==> src/design/stt_pkg.sv <==
`timescale 1ns / 1ps
// ----------------------------------------------------------------------------
// stt_pkg: shared types, codes and helpers for the script text tokenizer
// Transfer payloads, scan modes, token kinds and the single-character test.
// ----------------------------------------------------------------------------
package stt_pkg;

    // Character codes the scanner reacts to
    localparam logic [7:0] CH_SLASH   = 8'h2F;
    localparam logic [7:0] CH_QUOTE   = 8'h22;
    localparam logic [7:0] CH_SPACE   = 8'h20;
    localparam logic [7:0] CH_NEWLINE = 8'h0A;

    // Configuration register indexes and reset values
    localparam int          CFG_ADDR_W      = 1;
    localparam int          CFG_DATA_W      = 64;
    localparam logic [CFG_ADDR_W-1:0] CFG_SINGLE_LOW  = 1'd0;
    localparam logic [CFG_ADDR_W-1:0] CFG_SINGLE_HIGH = 1'd1;
    localparam logic [CFG_DATA_W-1:0] RST_SINGLE_LOW  = 64'd21440476741632;
    localparam logic [CFG_DATA_W-1:0] RST_SINGLE_HIGH = 64'd2882303761517117440;

    // Result slots per input byte and output queue depth
    localparam int QUEUE_DEPTH = 3;

    typedef enum logic [2:0] {
        MODE_BETWEEN  = 3'd0,
        MODE_SLASH    = 3'd1,
        MODE_COMMENT  = 3'd2,
        MODE_STR_OPEN = 3'd3,
        MODE_STRING   = 3'd4,
        MODE_WORD     = 3'd5
    } t_scan_mode;

    typedef enum logic [1:0] {
        KIND_WORD   = 2'd0,
        KIND_STRING = 2'd1,
        KIND_SINGLE = 2'd2
    } t_kind;

    typedef struct packed {
        logic [7:0] in_byte;
        logic       end_of_text;
    } t_in_item;

    typedef struct packed {
        logic [7:0] out_byte;
        logic       token_start;
        logic       token_end;
        logic [1:0] token_kind;
        logic       empty_token;
        logic       run_last;
    } t_out_item;

    // Results of one input byte, pushed into the output queue together
    typedef struct packed {
        logic [1:0]      count;
        t_out_item [2:0] items;
    } t_push;

    // Byte belongs to the configured single-character set
    function automatic logic is_single(input logic [7:0] b,
                                       input logic [CFG_DATA_W-1:0] set_low,
                                       input logic [CFG_DATA_W-1:0] set_high);
        logic r;
        if (b[7]) begin
            r = 1'b0;
        end else if (b[6]) begin
            r = set_high[b[5:0]];
        end else begin
            r = set_low[b[5:0]];
        end
        return r;
    endfunction

endpackage

==> src/design/stt_lex.sv <==
`timescale 1ns / 1ps
// ----------------------------------------------------------------------------
// stt_lex: input register, scan state and per-byte token decode
// Registers one text byte, decodes up to two results from it in one pass
// and commits the scan state when the output queue has room for them.
// ----------------------------------------------------------------------------
module stt_lex
    import stt_pkg::*;
(
    input  logic                  i_clk,
    input  logic                  i_rst_n,
    input  logic                  i_valid,
    output logic                  o_ready,
    input  t_in_item              i_data,
    input  logic [CFG_DATA_W-1:0] i_single_low,
    input  logic [CFG_DATA_W-1:0] i_single_high,
    input  logic [1:0]            i_space,
    output t_push                 o_push
);

    logic       r_in_valid;
    t_in_item   r_in;
    t_scan_mode r_mode, n_mode, m_mode;
    logic [7:0] r_held_byte, n_held_byte, m_held_byte;
    logic       r_held_valid, n_held_valid, m_held_valid;
    logic       r_held_first, n_held_first, m_held_first;

    logic [7:0] b;
    logic       eot;
    logic       b_single, slash_single, b_ws, b_break;
    logic       run_begin;
    t_out_item  s0, s1, s2;
    logic       v0, v1, v2;
    t_out_item  [2:0] items;
    logic [1:0] n_res;
    logic       commit;

    assign b            = r_in.in_byte;
    assign eot          = r_in.end_of_text;
    assign b_single     = is_single(b, i_single_low, i_single_high);
    assign slash_single = is_single(CH_SLASH, i_single_low, i_single_high);
    assign b_ws         = (b <= CH_SPACE);
    assign b_break      = b_ws || b_single;

    // Commit when every result of the byte fits in the queue
    assign commit  = r_in_valid && (n_res <= i_space);
    assign o_ready = !r_in_valid || commit;

    // Hold the incoming byte until it is committed
    always_ff @(posedge i_clk) begin
        if (!i_rst_n) begin
            r_in_valid <= 1'b0;
        end else if (o_ready) begin
            r_in_valid <= i_valid;
        end
    end

    always_ff @(posedge i_clk) begin
        if (o_ready && i_valid) begin
            r_in <= i_data;
        end
    end

    // Scan state
    always_ff @(posedge i_clk) begin
        if (!i_rst_n) begin
            r_mode       <= MODE_BETWEEN;
            r_held_valid <= 1'b0;
            r_held_first <= 1'b0;
        end else if (commit) begin
            r_mode       <= n_mode;
            r_held_valid <= n_held_valid;
            r_held_first <= n_held_first;
        end
    end

    always_ff @(posedge i_clk) begin
        if (!i_rst_n) begin
            r_held_byte <= 8'd0;
        end else if (commit) begin
            r_held_byte <= n_held_byte;
        end
    end

    // Next state: mode step, then token start, then end-of-text flush
    always_comb begin
        run_begin    = 1'b0;
        m_mode       = r_mode;
        m_held_byte  = r_held_byte;
        m_held_valid = r_held_valid;
        m_held_first = r_held_first;
        unique case (r_mode)
            MODE_SLASH: begin
                if (b == CH_SLASH) begin
                    m_mode = MODE_COMMENT;
                end else if (slash_single || b_break) begin
                    run_begin = 1'b1;
                end else begin
                    m_held_byte  = b;
                    m_held_valid = 1'b1;
                    m_held_first = 1'b0;
                    m_mode       = MODE_WORD;
                end
            end
            MODE_COMMENT: begin
                if (b == CH_NEWLINE) begin
                    m_mode = MODE_BETWEEN;
                end
            end
            MODE_STR_OPEN: begin
                if (b == CH_QUOTE) begin
                    m_mode = MODE_BETWEEN;
                end else begin
                    m_held_byte  = b;
                    m_held_valid = 1'b1;
                    m_held_first = 1'b1;
                    m_mode       = MODE_STRING;
                end
            end
            MODE_STRING: begin
                if (b == CH_QUOTE) begin
                    m_mode       = MODE_BETWEEN;
                    m_held_valid = 1'b0;
                    m_held_first = 1'b0;
                end else begin
                    m_held_byte  = b;
                    m_held_valid = 1'b1;
                    m_held_first = 1'b0;
                end
            end
            MODE_WORD: begin
                if (b_break) begin
                    run_begin = 1'b1;
                end else begin
                    m_held_byte  = b;
                    m_held_valid = 1'b1;
                    m_held_first = 1'b0;
                end
            end
            default: begin
                run_begin = 1'b1;
            end
        endcase

        // Token start from between tokens
        if (run_begin) begin
            m_mode       = MODE_BETWEEN;
            m_held_valid = 1'b0;
            m_held_first = 1'b0;
            if (b_ws) begin
                m_mode = MODE_BETWEEN;
            end else if (b == CH_SLASH) begin
                m_mode = MODE_SLASH;
            end else if (b == CH_QUOTE) begin
                m_mode = MODE_STR_OPEN;
            end else if (!b_single) begin
                m_held_byte  = b;
                m_held_valid = 1'b1;
                m_held_first = 1'b1;
                m_mode       = MODE_WORD;
            end
        end

        // Flush returns to between tokens
        if (eot) begin
            n_mode       = MODE_BETWEEN;
            n_held_byte  = 8'd0;
            n_held_valid = 1'b0;
            n_held_first = 1'b0;
        end else begin
            n_mode       = m_mode;
            n_held_byte  = m_held_byte;
            n_held_valid = m_held_valid;
            n_held_first = m_held_first;
        end
    end

    // Results: one from the mode step, one from a token start, one from flush
    always_comb begin
        s0 = '0;
        s1 = '0;
        s2 = '0;
        v0 = 1'b0;
        v1 = 1'b0;
        v2 = 1'b0;
        unique case (r_mode)
            MODE_SLASH: begin
                if (b != CH_SLASH) begin
                    v0             = 1'b1;
                    s0.out_byte    = CH_SLASH;
                    s0.token_start = 1'b1;
                    s0.token_end   = slash_single || b_break;
                    s0.token_kind  = slash_single ? KIND_SINGLE : KIND_WORD;
                end
            end
            MODE_STR_OPEN: begin
                if (b == CH_QUOTE) begin
                    v0             = 1'b1;
                    s0.token_start = 1'b1;
                    s0.token_end   = 1'b1;
                    s0.token_kind  = KIND_STRING;
                    s0.empty_token = 1'b1;
                end
            end
            MODE_STRING: begin
                v0             = 1'b1;
                s0.out_byte    = r_held_byte;
                s0.token_start = r_held_first;
                s0.token_end   = (b == CH_QUOTE);
                s0.token_kind  = KIND_STRING;
            end
            MODE_WORD: begin
                v0             = 1'b1;
                s0.out_byte    = r_held_byte;
                s0.token_start = r_held_first;
                s0.token_end   = b_break;
                s0.token_kind  = KIND_WORD;
            end
            default: begin
                v0 = 1'b0;
            end
        endcase

        // Single-character token at a token start
        if (run_begin && !b_ws && (b != CH_SLASH) && (b != CH_QUOTE) && b_single) begin
            v1             = 1'b1;
            s1.out_byte    = b;
            s1.token_start = 1'b1;
            s1.token_end   = 1'b1;
            s1.token_kind  = KIND_SINGLE;
        end

        // End of text: give out whatever is pending
        if (eot) begin
            unique case (m_mode)
                MODE_SLASH: begin
                    v2             = 1'b1;
                    s2.out_byte    = CH_SLASH;
                    s2.token_start = 1'b1;
                    s2.token_end   = 1'b1;
                    s2.token_kind  = slash_single ? KIND_SINGLE : KIND_WORD;
                end
                MODE_STR_OPEN: begin
                    v2             = 1'b1;
                    s2.token_start = 1'b1;
                    s2.token_end   = 1'b1;
                    s2.token_kind  = KIND_STRING;
                    s2.empty_token = 1'b1;
                end
                MODE_STRING, MODE_WORD: begin
                    v2             = m_held_valid;
                    s2.out_byte    = m_held_byte;
                    s2.token_start = m_held_first;
                    s2.token_end   = 1'b1;
                    s2.token_kind  = (m_mode == MODE_STRING) ? KIND_STRING : KIND_WORD;
                end
                default: begin
                    v2 = 1'b0;
                end
            endcase
        end
    end

    // Pack the valid results in order and mark the last one
    always_comb begin
        items = '0;
        n_res = 2'd0;
        if (v0) begin
            items[n_res] = s0;
            n_res        = n_res + 2'd1;
        end
        if (v1) begin
            items[n_res] = s1;
            n_res        = n_res + 2'd1;
        end
        if (v2) begin
            items[n_res] = s2;
            n_res        = n_res + 2'd1;
        end
        if (n_res != 2'd0) begin
            items[n_res - 2'd1].run_last = 1'b1;
        end
    end

    assign o_push.count = commit ? n_res : 2'd0;
    assign o_push.items = items;

`ifndef SYNTH
    // A held byte exists only inside a word or a string
    a_held_mode: assert property (@(posedge i_clk) disable iff (!i_rst_n)
        r_held_valid |-> (r_mode == MODE_STRING || r_mode == MODE_WORD))
        else $error("held byte outside word or string");

    // End of text leaves the scanner between tokens
    a_eot_flush: assert property (@(posedge i_clk) disable iff (!i_rst_n)
        (commit && eot) |=> (r_mode == MODE_BETWEEN && !r_held_valid))
        else $error("scan state not cleared after end of text");

    // Never push more results than the queue can hold
    a_push_fits: assert property (@(posedge i_clk) disable iff (!i_rst_n)
        o_push.count <= i_space)
        else $error("push exceeds queue space");
`endif

endmodule

==> src/design/stt_outq.sv <==
`timescale 1ns / 1ps
// ----------------------------------------------------------------------------
// stt_outq: three-entry result queue
// Takes up to three results of one byte at once and hands them out one per
// transfer on the output channel.
// ----------------------------------------------------------------------------
module stt_outq
    import stt_pkg::*;
(
    input  logic      i_clk,
    input  logic      i_rst_n,
    input  t_push     i_push,
    output logic [1:0] o_space,
    output logic      o_valid,
    input  logic      i_ready,
    output t_out_item o_data
);

    t_out_item  r_q [QUEUE_DEPTH];
    t_out_item  n_q [QUEUE_DEPTH];
    t_out_item  sh  [QUEUE_DEPTH];
    logic [1:0] r_count, n_count;
    logic [1:0] base;
    logic [1:0] k;
    logic       pop;

    assign o_valid = (r_count != 2'd0);
    assign o_data  = r_q[0];
    assign o_space = 2'(QUEUE_DEPTH) - r_count;
    assign pop     = o_valid && i_ready;
    assign base    = r_count - {1'b0, pop};
    assign n_count = base + i_push.count;

    // Advance on a transfer, then append the pushed results behind
    always_comb begin
        sh[0] = pop ? r_q[1] : r_q[0];
        sh[1] = pop ? r_q[2] : r_q[1];
        sh[2] = r_q[2];
        for (int j = 0; j < QUEUE_DEPTH; j++) begin
            k      = 2'(j) - base;
            n_q[j] = sh[j];
            if ((2'(j) >= base) && (k < i_push.count)) begin
                n_q[j] = i_push.items[k];
            end
        end
    end

    always_ff @(posedge i_clk) begin
        if (!i_rst_n) begin
            r_count <= 2'd0;
        end else begin
            r_count <= n_count;
        end
    end

    always_ff @(posedge i_clk) begin
        for (int j = 0; j < QUEUE_DEPTH; j++) begin
            r_q[j] <= n_q[j];
        end
    end

`ifndef SYNTH
    // Fill level follows pushes and transfers
    a_count_track: assert property (@(posedge i_clk) disable iff (!i_rst_n)
        1'b1 |=> (r_count == $past(r_count - {1'b0, pop} + i_push.count)))
        else $error("queue count mismatch");

    // The last pushed result of a byte carries the run marker
    a_run_last: assert property (@(posedge i_clk) disable iff (!i_rst_n)
        (i_push.count != 2'd0) |-> i_push.items[i_push.count - 2'd1].run_last)
        else $error("pushed results lack run marker");

    // A push never overruns the queue
    a_no_overrun: assert property (@(posedge i_clk) disable iff (!i_rst_n)
        i_push.count <= o_space)
        else $error("queue overrun");
`endif

endmodule

==> src/design/script_text_tokenizer.sv <==
`timescale 1ns / 1ps
// ----------------------------------------------------------------------------
// script_text_tokenizer: streaming script text lexer
// Splits a byte stream into word, quoted-string and single-character tokens
// with start and end marks; holds the single-character set registers.
//
//   channel  | direction | handshake           | payload
//   ---------+-----------+---------------------+---------------------
//   text in  | in        | i_valid / o_ready   | i_data  (t_in_item)
//   tokens   | out       | o_valid / i_ready   | o_data  (t_out_item)
//   config   | in        | i_cfg_we            | i_cfg_addr, i_cfg_wdata
//
// One byte per cycle while the result queue has room; the first result of a byte
// passes the input register, then the result queue, on its way out.
// A byte is committed only when the three-entry result queue has room for all
// of its results (at most two); a two-result byte can hold the input even with
// the output never stalled, and output stalls hold it longer.
// Synchronous active-low reset clears scan state and queue, and loads the
// default single-character set; no clearing pass.
// ----------------------------------------------------------------------------
module script_text_tokenizer
    import stt_pkg::*;
(
    input  logic                  i_clk,
    input  logic                  i_rst_n,
    input  logic                  i_valid,
    output logic                  o_ready,
    input  t_in_item              i_data,
    output logic                  o_valid,
    input  logic                  i_ready,
    output t_out_item             o_data,
    input  logic                  i_cfg_we,
    input  logic [CFG_ADDR_W-1:0] i_cfg_addr,
    input  logic [CFG_DATA_W-1:0] i_cfg_wdata
);

    logic [CFG_DATA_W-1:0] r_single_low;
    logic [CFG_DATA_W-1:0] r_single_high;
    logic [1:0]            space;
    t_push                 push;

    // Configuration registers
    always_ff @(posedge i_clk) begin
        if (!i_rst_n) begin
            r_single_low  <= RST_SINGLE_LOW;
            r_single_high <= RST_SINGLE_HIGH;
        end else if (i_cfg_we) begin
            unique case (i_cfg_addr)
                CFG_SINGLE_LOW:  r_single_low  <= i_cfg_wdata;
                CFG_SINGLE_HIGH: r_single_high <= i_cfg_wdata;
                default: begin
                    r_single_low <= r_single_low;
                end
            endcase
        end
    end

    stt_lex u_lex (
        .i_clk         (i_clk),
        .i_rst_n       (i_rst_n),
        .i_valid       (i_valid),
        .o_ready       (o_ready),
        .i_data        (i_data),
        .i_single_low  (r_single_low),
        .i_single_high (r_single_high),
        .i_space       (space),
        .o_push        (push)
    );

    stt_outq u_outq (
        .i_clk   (i_clk),
        .i_rst_n (i_rst_n),
        .i_push  (push),
        .o_space (space),
        .o_valid (o_valid),
        .i_ready (i_ready),
        .o_data  (o_data)
    );

endmodule

==> config.mk <==
export PLATFORM = sky130hd
export DESIGN_NAME = script_text_tokenizer
export DESIGN_NICKNAME = d
export VERILOG_FILES = /design/src/design/stt_pkg.sv /design/src/design/stt_lex.sv /design/src/design/stt_outq.sv /design/src/design/script_text_tokenizer.sv
export SDC_FILE = /design/constraint.sdc
export NUM_CORES = 1
export LEC_CHECK = 0
export ABC_AREA = 1
export BUFFER_PORTS_ARGS = -buffer_cell sky130_fd_sc_hd__buf_2
export CAP_MARGIN = 20
export CORE_ASPECT_RATIO = 2
export CORE_MARGIN = 3
export CORE_UTILIZATION = 25
export DETAILED_ROUTE_END_ITERATION = 12
export GPL_ROUTABILITY_DRIVEN = 1
export HOLD_SLACK_MARGIN = 0.06
export SLEW_MARGIN = 25
export SYNTH_ARGS = -nofsm -noshare
export SYNTH_HDL_FRONTEND = slang
export SYNTH_SLANG_ARGS = --single-unit
==> constraint.sdc <==
create_clock -name i_clk -period 7.2 [get_ports i_clk]
set_input_delay 0.72 -clock i_clk [delete_from_list [all_inputs] [get_ports i_clk]]
set_output_delay 0.72 -clock i_clk [all_outputs]
set_load 0.02 [all_outputs]
==> Yosys cells after proc, flatten, opt, wreduce, memory -nomap -nowiden <==
Memories as Yosys holds them, arrays and structs flattened.
Index checks and enable logic that the tools add are counted.
{ "classes": {"addsub": 9, "magnitude_cmp": 18, "n_eq_ne": 14, "mux": 98, "bitwise": 1, "reduce_logical": 27} }
{ "ops": {"columns": ["op", "n"], "rows": [
  ["$mux W14", 11],
  ["$bwmux W42", 3],
  ["$mux W42", 3],
  ["$bmux W14 S2", 3],
  ["$demux W14 S2", 3],
  ["$mux W8", 10],
  ["$mux W1", 33],
  ["$mux W3", 11],
  ["$pmux W8 S2", 2],
  ["$pmux W8 S3", 1],
  ["$eq A8 B6 Y1 const B", 2],
  ["$ne A8 B6 Y1 const B", 2],
  ["$pmux W4 S4", 1],
  ["$lt A2 B3 Y1 const B", 5],
  ["$logic_and A1 B1 Y1", 13],
  ["$mux W13", 1],
  ["$bmux W1 S6", 2],
  ["$eq A3 B3 Y1 const B", 4],
  ["$mux W12", 1],
  ["$pmux W3 S4", 1],
  ["$pmux W4 S3", 1],
  ["$mux W10", 1],
  ["$eq A3 B2 Y1 const B", 3],
  ["$eq A8 B4 Y1 const B", 1],
  ["other kinds (29)", 49]
]} }
{ "word_totals": {"regBits": 153, "ramBits": 42, "inputBits": 79, "out_inout_bits": 16, "word_cells": 178, "memories": 1} }
{ "memory_table": {"columns": ["memory", "words", "word_bits", "read_ports", "rd_clocked_by_memory_dff", "write_ports", "line", "source"], "rows": [
  ["u_outq.r_q", 3, 14, 3, 0, 3, "stt_outq.sv:19", "t_out_item r_q [QUEUE_DEPTH];"]
]} }

==> Depth between registers and ports, before layout <==
{ "depth": {"depth_word": 27, "mapped_depth": 40, "mapped_depth_nobuf": 38} }

==> Cells and area by module <==
A second synthesis with hierarchy kept.
{ "unflattened": {"cells_unflattened": 1891, "hier_area_um2": 11786.3} }
{ "modules_own_cells": {"columns": ["module", "n_inst", "cells_each", "area_each_um2", "seq_area_each_um2"], "rows": [
  ["script_text_tokenizer", 1, 685, 4906.0, 2562.5],
  ["stt_lex", 1, 776, 3836.2, 530.5],
  ["stt_outq", 1, 430, 3044.2, 1301.2]
]} }

==> Worst setup path after synthesis <==
No wires, ideal clock.
{ "synth_path": {"path_kind": "reg-to-reg", "start": "reg u_lex.b[0] (netlist name)", "end": "mem u_outq.r_q[0][28] in the netlist's numbering, enable pin", "setup_ps": 407, "arrival_time_ps": 5016, "t_required_ps": 6793, "path_slack_ps": 1776, "path_stages_with_launch": 32, "n_path_buf": 3, "period_less_slack_ps": 5424, "path_cell_list": "edfxtp_1 inv_2 clkbuf_1 nand2_1 nand3_1 nand3_1 nand2_1 nand2_1 nor2_1 nor2_1 nor2_1 nand3_2 nand3_4 nand3_1 nand2_2 nand3_4 nand2_1 nor2_2 buf_4 ha_1 inv_1 nand2_1 nand2_2 ha_1 nand2_1 nand2_1 nand2_1 clkbuf_1 nor2_1 ha_1 inv_1 a211oi_1"} }
{ "synth_rtl": {"columns": ["item", "line"], "rows": [
  ["end, declared", "stt_outq.sv:19"]
]} }

==> impl_metrics.yaml <==
timing:
  period_needed_ns: 6.58
  rsz0062_at_grt: "no"
  timing_hold_violations_final: 0
  final-max-slew-violation-count: 0
  layout_worst_path_cycle_share_pct: 91.3
  finalHoldWorstSlack_ns: 0.431
  finalWorstSetupSlack_ns: 0.623
  worst-slew-pin-transition_ns: 0.908
  clock_skew_ns: 0.0133
  maximum_clock_frequency_mhz: 152
  slew_headroom_pct: 39.3
  setup_viol: 0
  totalNegativeSetupSlack_ns: 0
worst_setup_path:
  critPathSlowestCell: "edfxtp_1"
  worst_path_largest_cell_delay_ns: 0.60
  critPathTopFamily: "simple AND/OR/NAND/NOR gates"
  beginning_of_the_worst_register_to_register_path: "u_lex.b[1]"
  ff2ff_path_depth: 30
  timing_worst_setup_path_type: "reg2reg"
  regToRegEndpoint: "u_outq.r_q[0][15]"
  timing.critical_path.to: "u_outq.r_q[0][15]"
  critical_path_peak_fanout: 19
  worst_ep_required_time_ns: 7.43
  critical_path.n_buffers_inverters: 3
  worstSetupStartpointType: "register"
  endpoint_kind: "register"
  most_frequent_cell_on_the_critical_path: "nand2_1"
  crit_arrival_ns: 6.80
  cp.depth: 30
  rrSetupSlack_ns: 0.62
  timing.critical_path.from: "u_lex.b[1]"
logic_synthesis:
  post-synth-top-area-cell: "dfxtp_1"
  synthTopCellsByCount: "nand2_1, nor2_1, dfxtp_1"
  post_synth_instance_area_um2: 10900
  yosys_most_used_dff: "dfxtp_1"
  synthArstFlopShare_pct: 0
  unique_cell_type_count_in_the_yosys_netlist: 41
  yosys.area.top_type_share_pct: 26.4
  number_of_flip_flops_and_latches_in_the_synthesized_netlist: 194
  most_common_cell_in_the_synthesized_netlist: "nand2_1"
  yosys_warnings: 0
  post_synth_inst_count: 1597
  synth.net_count: 1693
  synth_edf_count: 51
  ys_seq_area_share_pct: 40.5
  synthesis.area_per_instance_um2: 6.80
  synth_top_cells_by_area: "dfxtp_1, nand2_1, edfxtp_1"
power_and_ir_drop:
  power-per-cell-area_nw_per_um2: 373
  ir_drop_uv: 212
  totalPowerFinal_w: 0.00455
  power_leakage_nw: 5.47
drt:
  first_iter_violations: 676
  routed_wirelength_um: 34700
  drc_errors_left: 0
  wl_per_cell_um: 15.9
  drt_pre_antenna_iters: 7
  dr_total_vias: 10364
  ant_nets: 0
  avgViaCountPerCell: 4.75
global_route:
  initial_antenna_violation_count: 3
  met1_usage_pct: 14.6
  globalRouteTotalUtil_pct: 15.1
  met2_grt_util_pct: 29.8
  grt_pass1_vias: 10308
  grt_start_max_net_pins: 129
  gr_util_met3_pct: 2.43
  grt.busiest_layer: "met2"
  grt_remaining_overflow: 0
  grt_pass1_wl_um: 55300
cts:
  cts_setup_buffers: 0
  clkLatencyLatePin_ns: 0.47
  cts_buffers: 17
  cts-root-buf: "clkbuf_16"
  cts.htree.levels: 4
  ctsHoldBuffers: 0
  cts.clk_slew.worst_paths_ns: 0.08
  tritoncts: "done"
  clock_path_buffers: 2
  clock_sink_count: 194
  ctsResizeCount: 0
cells_and_area:
  area_growth_pct: 12.4
  nets: 1720
  count_of_filler_cells_inserted_in_the_layout: 4685
  antenna_cells_inserted: 0
  post_route_cells_drive_above_1_share_pct: 11.9
  finalNonFillerCells: 2182
floorplanning:
  die_area_um2: 46100
  floorplan.die.height_um: 301
  die_width_um: 153
  core_um2: 42700
  io_pins: 95
  initial_core_util_pct: 25.4
  floorplan.rows: 107
placed_design:
  port_buffers: 94
  placed_cells_incl_taps: 2150
  pre_cts_slack_ns: 0.695
  place.detailed.hpwl_um: 26400
  gpl.final_weighted_congestion: 0.962
min_path:
  min_path_cells: 1
  hold_class: "in2reg"
status:
  status: "finished, final reports clean"
flow_run:
  cap_viol_max_count: 0
==> power breakdown <==
part | leakage [nW] | switching [W] | internal, W | total (W)
Clock | 0.308 | 0.000502 | 0.000537 | 0.00104
Sequential | 1.67 | 0.0000886 | 0.00146 | 0.00155
Combinational | 3.49 | 0.00139 | 0.000562 | 0.00196
Total | 5.47 | 0.00198 | 0.00256 | 0.00455
==> registers in the layout, summed over array words and instances (netlist names), 2 cells and up <==
| signal | count |
|---|---|
| u_lex.r_held_byte | 8 |
| u_lex.b | 8 |
| r_single_high | 64 |
| u_outq.r_count | 2 |
| u_outq.r_q | 42 |
| r_single_low | 64 |
| u_lex.r_mode | 3 |
==> worst reg2reg max path, delay by kind of cell, from the launching register on <==
family                   cells  cell delay [ns]
AO/OA/AOI/OAI                3             0.61
adder cells (fa/ha/maj)      3             0.81
buffers and inverters        3             0.85
flip-flops                   1             0.60
AND/OR/NAND/NOR             21             3.47
==> metal layers <==
metal | wire length, um | vias up | share of wire (%)
li1 | - | 5203 | -
met1 | 12100 | 4723 | 35
met2 | 19400 | 332 | 56
met3 | 1320 | 106 | 3.8
met4 | 1890 | 0 | 5.4
met5 | 0 | - | 0
==> metrics by stage <==
step	cell area, um^2	util, %
2_1_floorplan	10900	-
3_3_place_gp	11600	27.1
3_5_place_dp	11600	27.1
4_1_cts	12200	28.6
5_1_grt	12200	28.6
6_report	12200	28.6
==> logic make-up (layout without fill, tap and decap cells) <==
group,after synthesis,after routing,share of synthesized area [%]
simple gates,853,853,33.0
xor+xnor,1,1,0.0807
fa+ha+maj,17,17,1.96
flops,194,194,40.5
buf+inv,227,267,9.75
compound gates,305,305,14.8
==> worst min path at each step <==
stage / start / endpoint / slack, ns
final: i_data[0] / u_lex.eot / 0.43
after global routing: i_data[0] / u_lex.eot / 0.41
after CTS: i_data[4] / u_lex.b[3] / 0.41
after detailed placement: r_single_low[29] / r_single_low[29] / 0.44
after global placement: r_single_low[25] / r_single_low[25] / 0.44
after floorplan: r_single_high[0] / r_single_high[0] / 0.43
==> cells in the final DEF, fill, tap and decap left out, types with 2 or more instances in the layout <==
cell type  instances
dfxtp_1          143
o21ai_2            3
nand3_2            7
o22ai_1            2
o21ai_0          142
edfxtp_1          51
a22oi_1            2
o31ai_1            3
bufinv_16          2
nand2_4            3
inv_6              2
a221oi_1           2
inv_2             10
nand3_4            4
nand2_1          450
buf_4             13
nand2_2           12
nor2_4             2
nor3_1             3
nand4_1            6
buf_2             94
nand3_1          122
a21oi_1          107
inv_1            114
o21ai_1           27
a31oi_1            3
clkbuf_16         17
ha_1              16
o211ai_1          10
nor2_1           233
or2_2              3
clkinv_1           2
nor2_2             7
inv_8              3
clkinv_8           4
==> final cells by class <==
class / instances / area (um^2) / share of cell area [%]
multi-input combinational: 1176 / 5410 / 44.4
sequential: 194 / 4390 / 36.0
tap: 545 / 682 / 5.59
timing repair buffer: 109 / 599 / 4.91
inverter: 126 / 473 / 3.88
clock buffer: 17 / 425 / 3.49
clock inverter: 15 / 214 / 1.75
No activity file was read; power rests on OpenSTA's default activity.
